==> config.mk <==
export PLATFORM = sky130hd
export DESIGN_NAME = vector_glyph_vertex_generator_top
export DESIGN_NICKNAME = d
export VERILOG_FILES = /design/src/vgvg_pkg.sv /design/src/vgvg_datapath.sv /design/src/vgvg_ctrl.sv /design/src/vector_glyph_vertex_generator_top.sv
export SDC_FILE = /design/constraint.sdc
export NUM_CORES = 1
export LEC_CHECK = 0
export BUFFER_PORTS_ARGS = -buffer_cell sky130_fd_sc_hd__buf_2
export CORE_UTILIZATION = 55
export DETAILED_ROUTE_END_ITERATION = 6
export MAX_ROUTING_LAYER = met4
export PLACE_DENSITY_LB_ADDON = 0.15
export SETUP_SLACK_MARGIN = 0.2
export SLEW_MARGIN = 20
export SYNTH_ARGS = -nofsm -noshare
export SYNTH_HDL_FRONTEND = slang
export SYNTH_SLANG_ARGS = --single-unit
==> constraint.sdc <==
create_clock -name clk -period 12.04 [get_ports clk]
set_input_delay 1.204 -clock clk [delete_from_list [all_inputs] [get_ports clk]]
set_output_delay 1.204 -clock clk [all_outputs]
set_load 0.005 [all_outputs]
==> src/vgvg_pkg.sv <==
// Package for the vector glyph vertex generator: font tables, constants,
// the divide-by-255 helper and the controller/datapath command and status types.
// No dependencies.
`default_nettype none

package vgvg_pkg;

    // Parameter defaults
    localparam int MAX_CHARS_DEF        = 64;
    localparam int MAX_GLYPH_POINTS_DEF = 14;

    // Font geometry
    localparam int GLYPH_COUNT = 12;
    localparam int TABLE_PTS   = 14;
    localparam int PT_MAX_W    = 5;

    localparam logic [7:0] KERN_UNITS  = 8'd50;
    localparam logic [7:0] DIGIT_WIDTH = 8'd178;
    localparam logic [7:0] DOT_WIDTH   = 8'd50;

    localparam logic [3:0] COLON_IDX  = 4'd10;
    localparam logic [3:0] PERIOD_IDX = 4'd11;

    localparam logic [7:0] CODE_NUL    = 8'h00;
    localparam logic [7:0] CODE_ZERO   = 8'h30;
    localparam logic [7:0] CODE_NINE   = 8'h39;
    localparam logic [7:0] CODE_COLON  = 8'h3A;
    localparam logic [7:0] CODE_PERIOD = 8'h2E;

    // Multiplier operand selection
    localparam logic [1:0] SEL_POINT = 2'd0;
    localparam logic [1:0] SEL_KERN  = 2'd1;
    localparam logic [1:0] SEL_ADV   = 2'd2;

    localparam logic [7:0] PT_X [GLYPH_COUNT][TABLE_PTS] = '{
        '{8'd0, 8'd178, 8'd178, 8'd0, 8'd0, 8'd50, 8'd50, 8'd128, 8'd128, 8'd0,
          8'd0, 8'd0, 8'd0, 8'd0},
        '{8'd0, 8'd114, 8'd114, 8'd178, 8'd178, 8'd0, 8'd0, 8'd64, 8'd64, 8'd0,
          8'd0, 8'd0, 8'd0, 8'd0},
        '{8'd0, 8'd0, 8'd178, 8'd178, 8'd50, 8'd50, 8'd178, 8'd178, 8'd0, 8'd0,
          8'd128, 8'd128, 8'd50, 8'd50},
        '{8'd0, 8'd178, 8'd178, 8'd0, 8'd0, 8'd128, 8'd128, 8'd26, 8'd26, 8'd128,
          8'd128, 8'd0, 8'd0, 8'd0},
        '{8'd0, 8'd0, 8'd128, 8'd128, 8'd178, 8'd178, 8'd128, 8'd128, 8'd50, 8'd50,
          8'd0, 8'd0, 8'd0, 8'd0},
        '{8'd178, 8'd0, 8'd0, 8'd128, 8'd128, 8'd50, 8'd50, 8'd0, 8'd0, 8'd178,
          8'd178, 8'd50, 8'd50, 8'd178},
        '{8'd178, 8'd0, 8'd0, 8'd178, 8'd178, 8'd25, 8'd25, 8'd128, 8'd128, 8'd50,
          8'd50, 8'd178, 8'd0, 8'd0},
        '{8'd0, 8'd0, 8'd178, 8'd178, 8'd128, 8'd128, 8'd50, 8'd50, 8'd0, 8'd0,
          8'd0, 8'd0, 8'd0, 8'd0},
        '{8'd0, 8'd0, 8'd178, 8'd178, 8'd0, 8'd0, 8'd163, 8'd163, 8'd50, 8'd50,
          8'd128, 8'd128, 8'd50, 8'd50},
        '{8'd0, 8'd178, 8'd178, 8'd0, 8'd0, 8'd163, 8'd163, 8'd50, 8'd50, 8'd128,
          8'd128, 8'd0, 8'd0, 8'd0},
        '{8'd0, 8'd50, 8'd50, 8'd0, 8'd0, 8'd0, 8'd0, 8'd0, 8'd0, 8'd0,
          8'd0, 8'd0, 8'd0, 8'd0},
        '{8'd0, 8'd50, 8'd50, 8'd0, 8'd0, 8'd0, 8'd0, 8'd0, 8'd0, 8'd0,
          8'd0, 8'd0, 8'd0, 8'd0}
    };

    localparam logic [7:0] PT_Y [GLYPH_COUNT][TABLE_PTS] = '{
        '{8'd0, 8'd0, 8'd255, 8'd255, 8'd0, 8'd0, 8'd205, 8'd205, 8'd50, 8'd50,
          8'd0, 8'd0, 8'd0, 8'd0},
        '{8'd0, 8'd0, 8'd205, 8'd205, 8'd255, 8'd255, 8'd205, 8'd205, 8'd50, 8'd50,
          8'd0, 8'd0, 8'd0, 8'd0},
        '{8'd68, 8'd0, 8'd0, 8'd153, 8'd153, 8'd205, 8'd205, 8'd255, 8'd255, 8'd103,
          8'd103, 8'd50, 8'd50, 8'd68},
        '{8'd0, 8'd0, 8'd255, 8'd255, 8'd205, 8'd205, 8'd153, 8'd153, 8'd103, 8'd103,
          8'd50, 8'd50, 8'd0, 8'd0},
        '{8'd0, 8'd153, 8'd153, 8'd255, 8'd255, 8'd0, 8'd0, 8'd103, 8'd103, 8'd0,
          8'd0, 8'd0, 8'd0, 8'd0},
        '{8'd0, 8'd0, 8'd153, 8'd153, 8'd205, 8'd205, 8'd187, 8'd187, 8'd255, 8'd255,
          8'd103, 8'd103, 8'd50, 8'd50},
        '{8'd0, 8'd0, 8'd255, 8'd255, 8'd103, 8'd103, 8'd153, 8'd153, 8'd205, 8'd205,
          8'd50, 8'd50, 8'd0, 8'd0},
        '{8'd76, 8'd0, 8'd0, 8'd255, 8'd255, 8'd50, 8'd50, 8'd76, 8'd0, 8'd0,
          8'd0, 8'd0, 8'd0, 8'd0},
        '{8'd153, 8'd0, 8'd0, 8'd255, 8'd255, 8'd103, 8'd103, 8'd153, 8'd153, 8'd205,
          8'd205, 8'd50, 8'd50, 8'd153},
        '{8'd255, 8'd255, 8'd0, 8'd0, 8'd153, 8'd153, 8'd103, 8'd103, 8'd50, 8'd50,
          8'd205, 8'd205, 8'd0, 8'd0},
        '{8'd50, 8'd50, 8'd100, 8'd100, 8'd0, 8'd0, 8'd0, 8'd0, 8'd0, 8'd0,
          8'd0, 8'd0, 8'd0, 8'd0},
        '{8'd205, 8'd205, 8'd255, 8'd255, 8'd0, 8'd0, 8'd0, 8'd0, 8'd0, 8'd0,
          8'd0, 8'd0, 8'd0, 8'd0}
    };

    localparam logic [4:0] NPTS [GLYPH_COUNT] = '{
        5'd10, 5'd10, 5'd14, 5'd12, 5'd10, 5'd14, 5'd12, 5'd8, 5'd14, 5'd12, 5'd4, 5'd4
    };

    // Controller to datapath commands
    typedef struct packed {
        logic       accept;
        logic       mul_en;
        logic [1:0] mul_sel;
        logic       kern_update;
        logic       adv_update;
        logic       emit;
        logic       pt_next;
        logic       poly_period;
    } vgvg_cmd_t;

    // Datapath to controller status
    typedef struct packed {
        logic in_first;
        logic draw_ok;
        logic pt_last;
        logic poly_more;
        logic out_free;
    } vgvg_stat_t;

    // Map a character byte to a glyph index; bit 4 is the hit flag
    function automatic logic [4:0] glyph_lookup(input logic [7:0] code);
        logic [4:0] r;
        begin
            r = 5'd0;
            if (code >= CODE_ZERO && code <= CODE_COLON)
            begin
                r = {1'b1, 4'(code - CODE_ZERO)};
            end
            else if (code == CODE_PERIOD)
            begin
                r = {1'b1, PERIOD_IDX};
            end
            return r;
        end
    endfunction

    function automatic logic [7:0] point_x(input logic [3:0] g, input logic [4:0] p);
        logic [7:0] v;
        begin
            v = 8'd0;
            if (g < 4'(GLYPH_COUNT) && p < 5'(TABLE_PTS))
            begin
                v = PT_X[g][p[3:0]];
            end
            return v;
        end
    endfunction

    function automatic logic [7:0] point_y(input logic [3:0] g, input logic [4:0] p);
        logic [7:0] v;
        begin
            v = 8'd0;
            if (g < 4'(GLYPH_COUNT) && p < 5'(TABLE_PTS))
            begin
                v = PT_Y[g][p[3:0]];
            end
            return v;
        end
    endfunction

    function automatic logic [4:0] glyph_npts(input logic [3:0] g);
        logic [4:0] v;
        begin
            v = 5'd0;
            if (g < 4'(GLYPH_COUNT))
            begin
                v = NPTS[g];
            end
            return v;
        end
    endfunction

    function automatic logic [7:0] glyph_width(input logic [3:0] g);
        logic [7:0] v;
        begin
            v = DIGIT_WIDTH;
            if (g == COLON_IDX || g == PERIOD_IDX)
            begin
                v = DOT_WIDTH;
            end
            return v;
        end
    endfunction

    // Exact floor(p/255) for p below 2^20: (p+1) * 0x10101 >> 24, done with adds
    function automatic logic [12:0] div255(input logic [19:0] p);
        logic [36:0] y;
        logic [36:0] s;
        begin
            y = 37'(p) + 37'd1;
            s = (y << 16) + (y << 8) + y;
            return s[36:24];
        end
    endfunction

endpackage

`default_nettype wire

==> src/vgvg_datapath.sv <==
// Datapath of the vector glyph vertex generator: string state, glyph cursor,
// two scaling lanes (multiply, then divide by 255) and the result register.
// Depends on vgvg_pkg.
`default_nettype none

module vgvg_datapath
    import vgvg_pkg::*;
#(
    parameter int MAX_CHARS        = MAX_CHARS_DEF,
    parameter int MAX_GLYPH_POINTS = MAX_GLYPH_POINTS_DEF
)
(
    input  wire logic        clk,
    input  wire logic        rst_n,
    input  wire logic [7:0]  code,
    input  wire logic        first,
    input  wire logic [11:0] char_size,
    input  wire logic [15:0] origin_x,
    input  wire logic [15:0] origin_y,
    input  wire vgvg_cmd_t   cmd,
    output vgvg_stat_t       stat,
    output logic             out_valid,
    input  wire logic        out_ready,
    output logic [15:0]      vertex_x,
    output logic [15:0]      vertex_y,
    output logic             polygon_end,
    output logic             last
);

    localparam int PT_W = $clog2(MAX_GLYPH_POINTS);

    // String state
    logic [15:0] pen_reg;
    logic [15:0] base_reg;
    logic [11:0] scale_reg;
    logic [6:0]  count_reg;
    logic        stopped_reg;

    // Glyph cursor
    logic [3:0]      glyph_reg;
    logic [3:0]      poly_reg;
    logic [PT_W-1:0] pt_reg;

    // Lane products
    logic [19:0] prod_x_reg;
    logic [19:0] prod_y_reg;

    // Result register
    logic        out_valid_reg;
    logic [15:0] out_x_reg;
    logic [15:0] out_y_reg;
    logic        out_pend_reg;
    logic        out_last_reg;

    logic [4:0]  hit;
    logic        stop_eff;
    logic [6:0]  cnt_eff;
    logic [6:0]  cnt_inc;
    logic [4:0]  pt_ext;
    logic [4:0]  npts_eff;
    logic [7:0]  ux;
    logic [7:0]  uy;
    logic [12:0] sx;
    logic [12:0] sy;

    // Decode the request as the string state will see it
    always_comb
    begin
        hit      = glyph_lookup(code);
        stop_eff = first ? 1'b0 : stopped_reg;
        cnt_eff  = first ? 7'd0 : count_reg;
        cnt_inc  = cnt_eff + 7'd1;
    end

    // Glyph cursor position and clamped point count
    always_comb
    begin
        pt_ext   = 5'(pt_reg);
        npts_eff = glyph_npts(poly_reg);
        if (6'(npts_eff) > 6'(MAX_GLYPH_POINTS))
        begin
            npts_eff = 5'(MAX_GLYPH_POINTS);
        end
    end

    // Select multiplier operands
    always_comb
    begin
        case (cmd.mul_sel)
            SEL_POINT:
            begin
                ux = point_x(poly_reg, pt_ext);
                uy = point_y(poly_reg, pt_ext);
            end
            SEL_KERN:
            begin
                ux = KERN_UNITS;
                uy = 8'd0;
            end
            SEL_ADV:
            begin
                ux = glyph_width(glyph_reg) + KERN_UNITS;
                uy = 8'd0;
            end
            default:
            begin
                ux = 8'd0;
                uy = 8'd0;
            end
        endcase
    end

    assign sx = div255(prod_x_reg);
    assign sy = div255(prod_y_reg);

    // Status to the controller
    always_comb
    begin
        stat.in_first  = first;
        stat.draw_ok   = !stop_eff && (code != CODE_NUL) && hit[4];
        stat.pt_last   = (pt_ext == npts_eff - 5'd1);
        stat.poly_more = (poly_reg == COLON_IDX);
        stat.out_free  = !out_valid_reg || out_ready;
    end

    // Hold string state; latch a new string on its first request
    always_ff @(posedge clk or negedge rst_n)
    begin
        if (!rst_n)
        begin
            pen_reg     <= 16'd0;
            base_reg    <= 16'd0;
            scale_reg   <= 12'd0;
            count_reg   <= 7'd0;
            stopped_reg <= 1'b1;
        end
        else
        begin
            if (cmd.accept)
            begin
                if (first)
                begin
                    scale_reg <= char_size;
                    base_reg  <= origin_y;
                    pen_reg   <= origin_x;
                end
                if (stop_eff)
                begin
                    count_reg   <= cnt_eff;
                    stopped_reg <= 1'b1;
                end
                else if (code == CODE_NUL)
                begin
                    count_reg   <= cnt_eff;
                    stopped_reg <= 1'b1;
                end
                else
                begin
                    count_reg   <= cnt_inc;
                    stopped_reg <= (cnt_inc >= 7'(MAX_CHARS));
                end
            end
            else if (cmd.kern_update)
            begin
                pen_reg <= pen_reg + 16'(sx >> 1);
            end
            else if (cmd.adv_update)
            begin
                pen_reg <= pen_reg + 16'(sx);
            end
        end
    end

    // Advance the glyph cursor
    always_ff @(posedge clk)
    begin
        if (cmd.accept)
        begin
            glyph_reg <= hit[3:0];
            poly_reg  <= hit[3:0];
            pt_reg    <= '0;
        end
        else if (cmd.poly_period)
        begin
            poly_reg <= PERIOD_IDX;
            pt_reg   <= '0;
        end
        else if (cmd.pt_next)
        begin
            pt_reg <= pt_reg + PT_W'(1);
        end
    end

    // Scaling multipliers
    always_ff @(posedge clk)
    begin
        if (cmd.mul_en)
        begin
            prod_x_reg <= 20'(ux) * 20'(scale_reg);
            prod_y_reg <= 20'(uy) * 20'(scale_reg);
        end
    end

    // Result valid flag
    always_ff @(posedge clk or negedge rst_n)
    begin
        if (!rst_n)
        begin
            out_valid_reg <= 1'b0;
        end
        else if (cmd.emit)
        begin
            out_valid_reg <= 1'b1;
        end
        else if (out_ready)
        begin
            out_valid_reg <= 1'b0;
        end
    end

    // Offset the scaled vertex into the result register
    always_ff @(posedge clk)
    begin
        if (cmd.emit)
        begin
            out_x_reg    <= pen_reg + 16'(sx);
            out_y_reg    <= base_reg + 16'(sy);
            out_pend_reg <= stat.pt_last;
            out_last_reg <= stat.pt_last && !stat.poly_more;
        end
    end

    assign out_valid   = out_valid_reg;
    assign vertex_x    = out_x_reg;
    assign vertex_y    = out_y_reg;
    assign polygon_end = out_pend_reg;
    assign last        = out_last_reg;

endmodule

`default_nettype wire

==> src/vgvg_ctrl.sv <==
// Controller of the vector glyph vertex generator: sequences kerning, vertex
// and pen-advance steps over the datapath. Depends on vgvg_pkg.
`default_nettype none

module vgvg_ctrl
    import vgvg_pkg::*;
(
    input  wire logic       clk,
    input  wire logic       rst_n,
    input  wire logic       in_valid,
    output logic            in_ready,
    input  wire vgvg_stat_t stat,
    output vgvg_cmd_t       cmd
);

    localparam logic [2:0] ST_IDLE = 3'd0;
    localparam logic [2:0] ST_KMUL = 3'd1;
    localparam logic [2:0] ST_KDIV = 3'd2;
    localparam logic [2:0] ST_MUL  = 3'd3;
    localparam logic [2:0] ST_DIV  = 3'd4;
    localparam logic [2:0] ST_AMUL = 3'd5;
    localparam logic [2:0] ST_ADIV = 3'd6;

    logic [2:0] state_reg;
    logic [2:0] state_next;
    logic       draw_reg;
    logic       draw_next;

    // Next state and commands
    always_comb
    begin
        state_next = state_reg;
        draw_next  = draw_reg;
        cmd        = '0;
        in_ready   = (state_reg == ST_IDLE);
        case (state_reg)
            ST_IDLE:
            begin
                if (in_valid)
                begin
                    cmd.accept = 1'b1;
                    draw_next  = stat.draw_ok;
                    if (stat.in_first)
                    begin
                        state_next = ST_KMUL;
                    end
                    else if (stat.draw_ok)
                    begin
                        state_next = ST_MUL;
                    end
                end
            end
            ST_KMUL:
            begin
                cmd.mul_en  = 1'b1;
                cmd.mul_sel = SEL_KERN;
                state_next  = ST_KDIV;
            end
            ST_KDIV:
            begin
                cmd.kern_update = 1'b1;
                state_next      = draw_reg ? ST_MUL : ST_IDLE;
            end
            ST_MUL:
            begin
                cmd.mul_en  = 1'b1;
                cmd.mul_sel = SEL_POINT;
                state_next  = ST_DIV;
            end
            ST_DIV:
            begin
                // Hold the vertex until the result register frees up
                if (stat.out_free)
                begin
                    cmd.emit = 1'b1;
                    if (!stat.pt_last)
                    begin
                        cmd.pt_next = 1'b1;
                        state_next  = ST_MUL;
                    end
                    else if (stat.poly_more)
                    begin
                        cmd.poly_period = 1'b1;
                        state_next      = ST_MUL;
                    end
                    else
                    begin
                        state_next = ST_AMUL;
                    end
                end
            end
            ST_AMUL:
            begin
                cmd.mul_en  = 1'b1;
                cmd.mul_sel = SEL_ADV;
                state_next  = ST_ADIV;
            end
            ST_ADIV:
            begin
                cmd.adv_update = 1'b1;
                state_next     = ST_IDLE;
            end
            default:
            begin
                state_next = ST_IDLE;
            end
        endcase
    end

    // State registers
    always_ff @(posedge clk or negedge rst_n)
    begin
        if (!rst_n)
        begin
            state_reg <= ST_IDLE;
            draw_reg  <= 1'b0;
        end
        else
        begin
            state_reg <= state_next;
            draw_reg  <= draw_next;
        end
    end

endmodule

`default_nettype wire

==> src/vector_glyph_vertex_generator_top.sv <==
// Vector glyph vertex generator, top level. A request with a glyph of n vertices
// (n up to 14; a colon gives 8) is accepted, kerned if first is set, then runs a
// multiply and a divide step per vertex and a multiply and an advance step for the
// pen before the next ready; a vertex waiting on m_tready stalls it. Requests that
// emit nothing take only the accept (and the kerning with first set). Reset is
// asynchronous, active low; the string stays stopped until a first request.
`default_nettype none

module vector_glyph_vertex_generator_top
    import vgvg_pkg::*;
#(
    parameter int MAX_CHARS        = MAX_CHARS_DEF,
    parameter int MAX_GLYPH_POINTS = MAX_GLYPH_POINTS_DEF
)
(
    input  wire logic        clk,
    input  wire logic        rst_n,
    input  wire logic        s_tvalid,
    output logic             s_tready,
    input  wire logic [55:0] s_tdata,  // code[7:0], char_size[19:8], origin_x[35:20],
                                       // origin_y[51:36], zero[55:52]
    input  wire logic [0:0]  s_tuser,  // first[0]
    output logic             m_tvalid,
    input  wire logic        m_tready,
    output logic [31:0]      m_tdata,  // vertex_x[15:0], vertex_y[31:16]
    output logic [0:0]       m_tuser,  // polygon_end[0]
    output logic             m_tlast   // last result of the request
);

    vgvg_cmd_t   cmd;
    vgvg_stat_t  stat;
    logic [15:0] vertex_x;
    logic [15:0] vertex_y;
    logic        polygon_end;
    logic        last;

    vgvg_ctrl u_ctrl (
        .clk      (clk),
        .rst_n    (rst_n),
        .in_valid (s_tvalid),
        .in_ready (s_tready),
        .stat     (stat),
        .cmd      (cmd)
    );

    vgvg_datapath #(
        .MAX_CHARS        (MAX_CHARS),
        .MAX_GLYPH_POINTS (MAX_GLYPH_POINTS)
    ) u_datapath (
        .clk         (clk),
        .rst_n       (rst_n),
        .code        (s_tdata[7:0]),
        .first       (s_tuser[0]),
        .char_size   (s_tdata[19:8]),
        .origin_x    (s_tdata[35:20]),
        .origin_y    (s_tdata[51:36]),
        .cmd         (cmd),
        .stat        (stat),
        .out_valid   (m_tvalid),
        .out_ready   (m_tready),
        .vertex_x    (vertex_x),
        .vertex_y    (vertex_y),
        .polygon_end (polygon_end),
        .last        (last)
    );

    assign m_tdata = {vertex_y, vertex_x};
    assign m_tuser = polygon_end;
    assign m_tlast = last;

    // The last result of a request always closes a polygon
    a_last_closes: assert property (@(posedge clk) disable iff (!rst_n)
        m_tvalid && m_tlast |-> m_tuser[0])
        else $error("last result without polygon end");

    // A vertex is only loaded when the result register is free
    a_emit_free: assert property (@(posedge clk) disable iff (!rst_n)
        cmd.emit |-> stat.out_free)
        else $error("vertex loaded over an untaken result");

    // Every multiply is followed by its divide step, never by another multiply
    a_mul_then_div: assert property (@(posedge clk) disable iff (!rst_n)
        cmd.mul_en |=> !cmd.mul_en && !cmd.accept)
        else $error("multiply not followed by divide step");

endmodule

`default_nettype wire
==> flow_metrics.env <==
export IMPL_hold_path_end="u_datapath.count_reg[1]$_DFFE_PN0P_"
export IMPL_coreArea_um2=31600
export IMPL_layout_common_cells="inv_1 (237), nand2_1 (198), ha_1 (198)"
export IMPL_timing_final_max_slew_violations=0
export IMPL_synth_edf_count=81
export IMPL_cp_num_buf_inv=4
export IMPL_ys_types=86
export IMPL_syn2layout_area_growth_pct=7.59
export IMPL_min_period_over_period_pct=65.0
export IMPL_antenna_cells=0
export IMPL_wl_um=42400
export IMPL_met3_usage_pct=3.33
export IMPL_setup_violations=0
export IMPL_use_met1_pct=34.7
export IMPL_finalNonFillerCells=2453
export IMPL_root_buffer="clkbuf_16"
export IMPL_overflow=0
export IMPL_cp_slowest_cell="nor2_1"
export IMPL_dp_hpwl_um=32000
export IMPL_regToRegStartpoint="u_datapath.poly_reg[0]$_SDFFCE_PN1P_"
export IMPL_ys_flop_type="edfxtp_1"
export IMPL_drcViolationCount=0
export IMPL_nNetsFinal=2430
export IMPL_startpoint_type="register"
export IMPL_cp_num_cells=24
export IMPL_min_delay_start="u_datapath.count_reg[1]$_DFFE_PN0P_"
export IMPL_outcome="finished, final reports clean"
export IMPL_clk_latency_ns=0.46
export IMPL_maxSlewHeadroom_pct=31.9
export IMPL_fmax_mhz=128
export IMPL_antenna_left=0
export IMPL_cts_buffer_depth=2
export IMPL_required_ns=12.20
export IMPL_yosys_area_top_type="fa_1"
export IMPL_hold_class="reg -> reg"
export IMPL_grt_first_pass_wirelength_um=70900
export IMPL_initial_core_util_pct=56.1
export IMPL_gp_congestion=0.958
export IMPL_crit_chain="inv_1, ha_1, and2_1, nor2_1, o21ai_0, a21oi_1, a211oi_1, o21ai_0, nor2_1, nand2_1, fa_1, fa_1, inv_1, fa_1, inv_1, fa_1, inv_1, ha_1, a21o_1, a21o_1, a21oi_1, o21ai_0, o41ai_1, o211ai_1"
export IMPL_drv_cap=0
export IMPL_syn_inst=1992
export IMPL_dpl_cell_count=2421
export IMPL_top_usage_layer="met2"
export IMPL_port_buffer_count=92
export IMPL_slowest_delay_ns=0.71
export IMPL_use_met2_pct=46.1
export IMPL_synthTopCellsByArea="fa_1 (15%), ha_1 (14%), edfxtp_1 (14%)"
export IMPL_die_x_um=182
export IMPL_ys_seq_area_share_pct=22.2
export IMPL_synth_nets=2384
export IMPL_cts_tree="done"
export IMPL_drtPass1Iterations=5
export IMPL_core_rowCount=65
export IMPL_yosys_warnings=0
export IMPL_pre_cts_ws_ns=4.34
export IMPL_async_flop_share_pct=40.1
export IMPL_die_h_um=182
export IMPL_syn_area_per_cell_um2=8.90
export IMPL_grt_usage_pct=27.6
export IMPL_rr_worst_depth=24
export IMPL_die_area_um2=33000
export IMPL_criticalPathCategory="reg -> reg"
export IMPL_cts_setup_buffers=0
export IMPL_ys_seq_elements=142
export IMPL_io_pins=97
export IMPL_via_count=14323
export IMPL_clkTransAtPathRegs_ns=0.07
export IMPL_ff2ff_setup_slack_ns=4.21
export IMPL_drive_gt1_share_pct=9.65
export IMPL_layout_commonest_cell="inv_1"
export IMPL_cts_sinks=142
export IMPL_skew_ns=0.0149
export IMPL_setup_ws_ns=4.21
export IMPL_worstReg2RegEnd="u_datapath.prod_y_reg[19]$_DFFE_PP_"
export IMPL_antenna_found_initial=0
export IMPL_rsz0062_at_grt="false"
export IMPL_syn_area_um2=17700
export IMPL_vias_per_cell=5.84
export IMPL_htreeDepth=4
export IMPL_min_path_cells=1
export IMPL_cts_buffers=17
export IMPL_cpLargestDelayFamily="adder cells"
export IMPL_post_route_util_pct=60.3
export IMPL_path_max_fanout=12
export IMPL_drt_wirelength_per_cell_um=17.3
export IMPL_worst_pin_slew_ns=1.02
export IMPL_grt_max_degree=60
export IMPL_layout_min_cycle_time_ns=7.83
export IMPL_grt_pass1_vias=14452
export IMPL_hold_violations=0
export IMPL_ctsResizeCount=0
export IMPL_critical_path_arrival_ns=7.99
export IMPL_holdBufCountCts=0
export IMPL_drt_initial_drc_count=875
export IMPL_yosysTopAreaCellShare_pct=15.0
export IMPL_fin_setup_tns_ns=0
export IMPL_endpoint_kind="register"
[worst reg2reg max path: cells and delay by family (launching register included)]
kind,cells,cell delay [ns]
buf+inv,4,0.39
fa+ha+maj,6,2.95
simple gates,4,1.45
compound gates,10,2.20
flops,1,0.56
[how the worst max path moves through the flow]
| stage | start | to | slack, ns |
|---|---|---|---|
| 2_1_floorplan | u_datapath.poly_reg[1]$_SDFFCE_PN1P_ | u_datapath.prod_x_reg[18]$_DFFE_PP_ | 5.04 |
| 3_3_place_gp | u_datapath.poly_reg[0]$_SDFFCE_PN1P_ | u_datapath.prod_x_reg[19]$_DFFE_PP_ | 4.37 |
| 3_5_place_dp | u_datapath.poly_reg[0]$_SDFFCE_PN1P_ | u_datapath.prod_x_reg[19]$_DFFE_PP_ | 4.34 |
| 4_1_cts | u_datapath.poly_reg[0]$_SDFFCE_PN1P_ | u_datapath.prod_y_reg[19]$_DFFE_PP_ | 4.32 |
| 5_1_grt | u_datapath.poly_reg[0]$_SDFFCE_PN1P_ | u_datapath.prod_y_reg[19]$_DFFE_PP_ | 3.65 |
| 6_report | u_datapath.poly_reg[0]$_SDFFCE_PN1P_ | u_datapath.prod_y_reg[19]$_DFFE_PP_ | 4.21 |
[kinds of logic after synthesis]
family	synth area share (%)
and+or+nand+nor	17.7
AOI/OAI and AO/OA	14.9
adders and majority gates	29.0
buffers and inverters	7.22
DFF	22.2
xor gates and xnor gates	6.56
muxes	2.41
[per-stage QoR]
step	hold slack (ns)	instance area, um2
CTS	0.522	19100
floorplan	0.458	17700
finish	0.517	19100
global route	0.539	19100
global placement	0.485	18400
detailed placement	0.504	18500
[cell type report]
class                      count  area [um2]
clock buffer                  21         492
clock inverter                11         140
fill                        2742       12600
inverter                     241         905
multi-input combinational   1530       12500
sequential                   142        3940
tap                          402         503
timing repair buffer         106         566
[synthesized netlist by cell type, types with 27 or more instances]
cell type	number
nand2_1	199
inv_1	237
ha_1	198
xnor2_1	85
fa_1	133
dfrtp_1	56
clkbuf_1	46
edfxtp_1	81
and2_1	128
a21oi_1	119
mux2_2	30
nor2b_1	27
nor3_1	32
o21ai_0	82
nor2_1	99
nand3_1	51
xor2_1	46
[layer usage]
metal / vias to the layer above / wire length [um] / part of all wire [%]
met5: - / 0 / 0
met4: 0 / 881 / 2.1
met3: 75 / 2180 / 5.1
met2: 387 / 20500 / 48
met1: 6960 / 18800 / 44
li1: 6901 / - / -
Power is left out: the tool's default activity adds up to more than one toggle a clock period on the data nets, which glitch-free logic cannot reach.
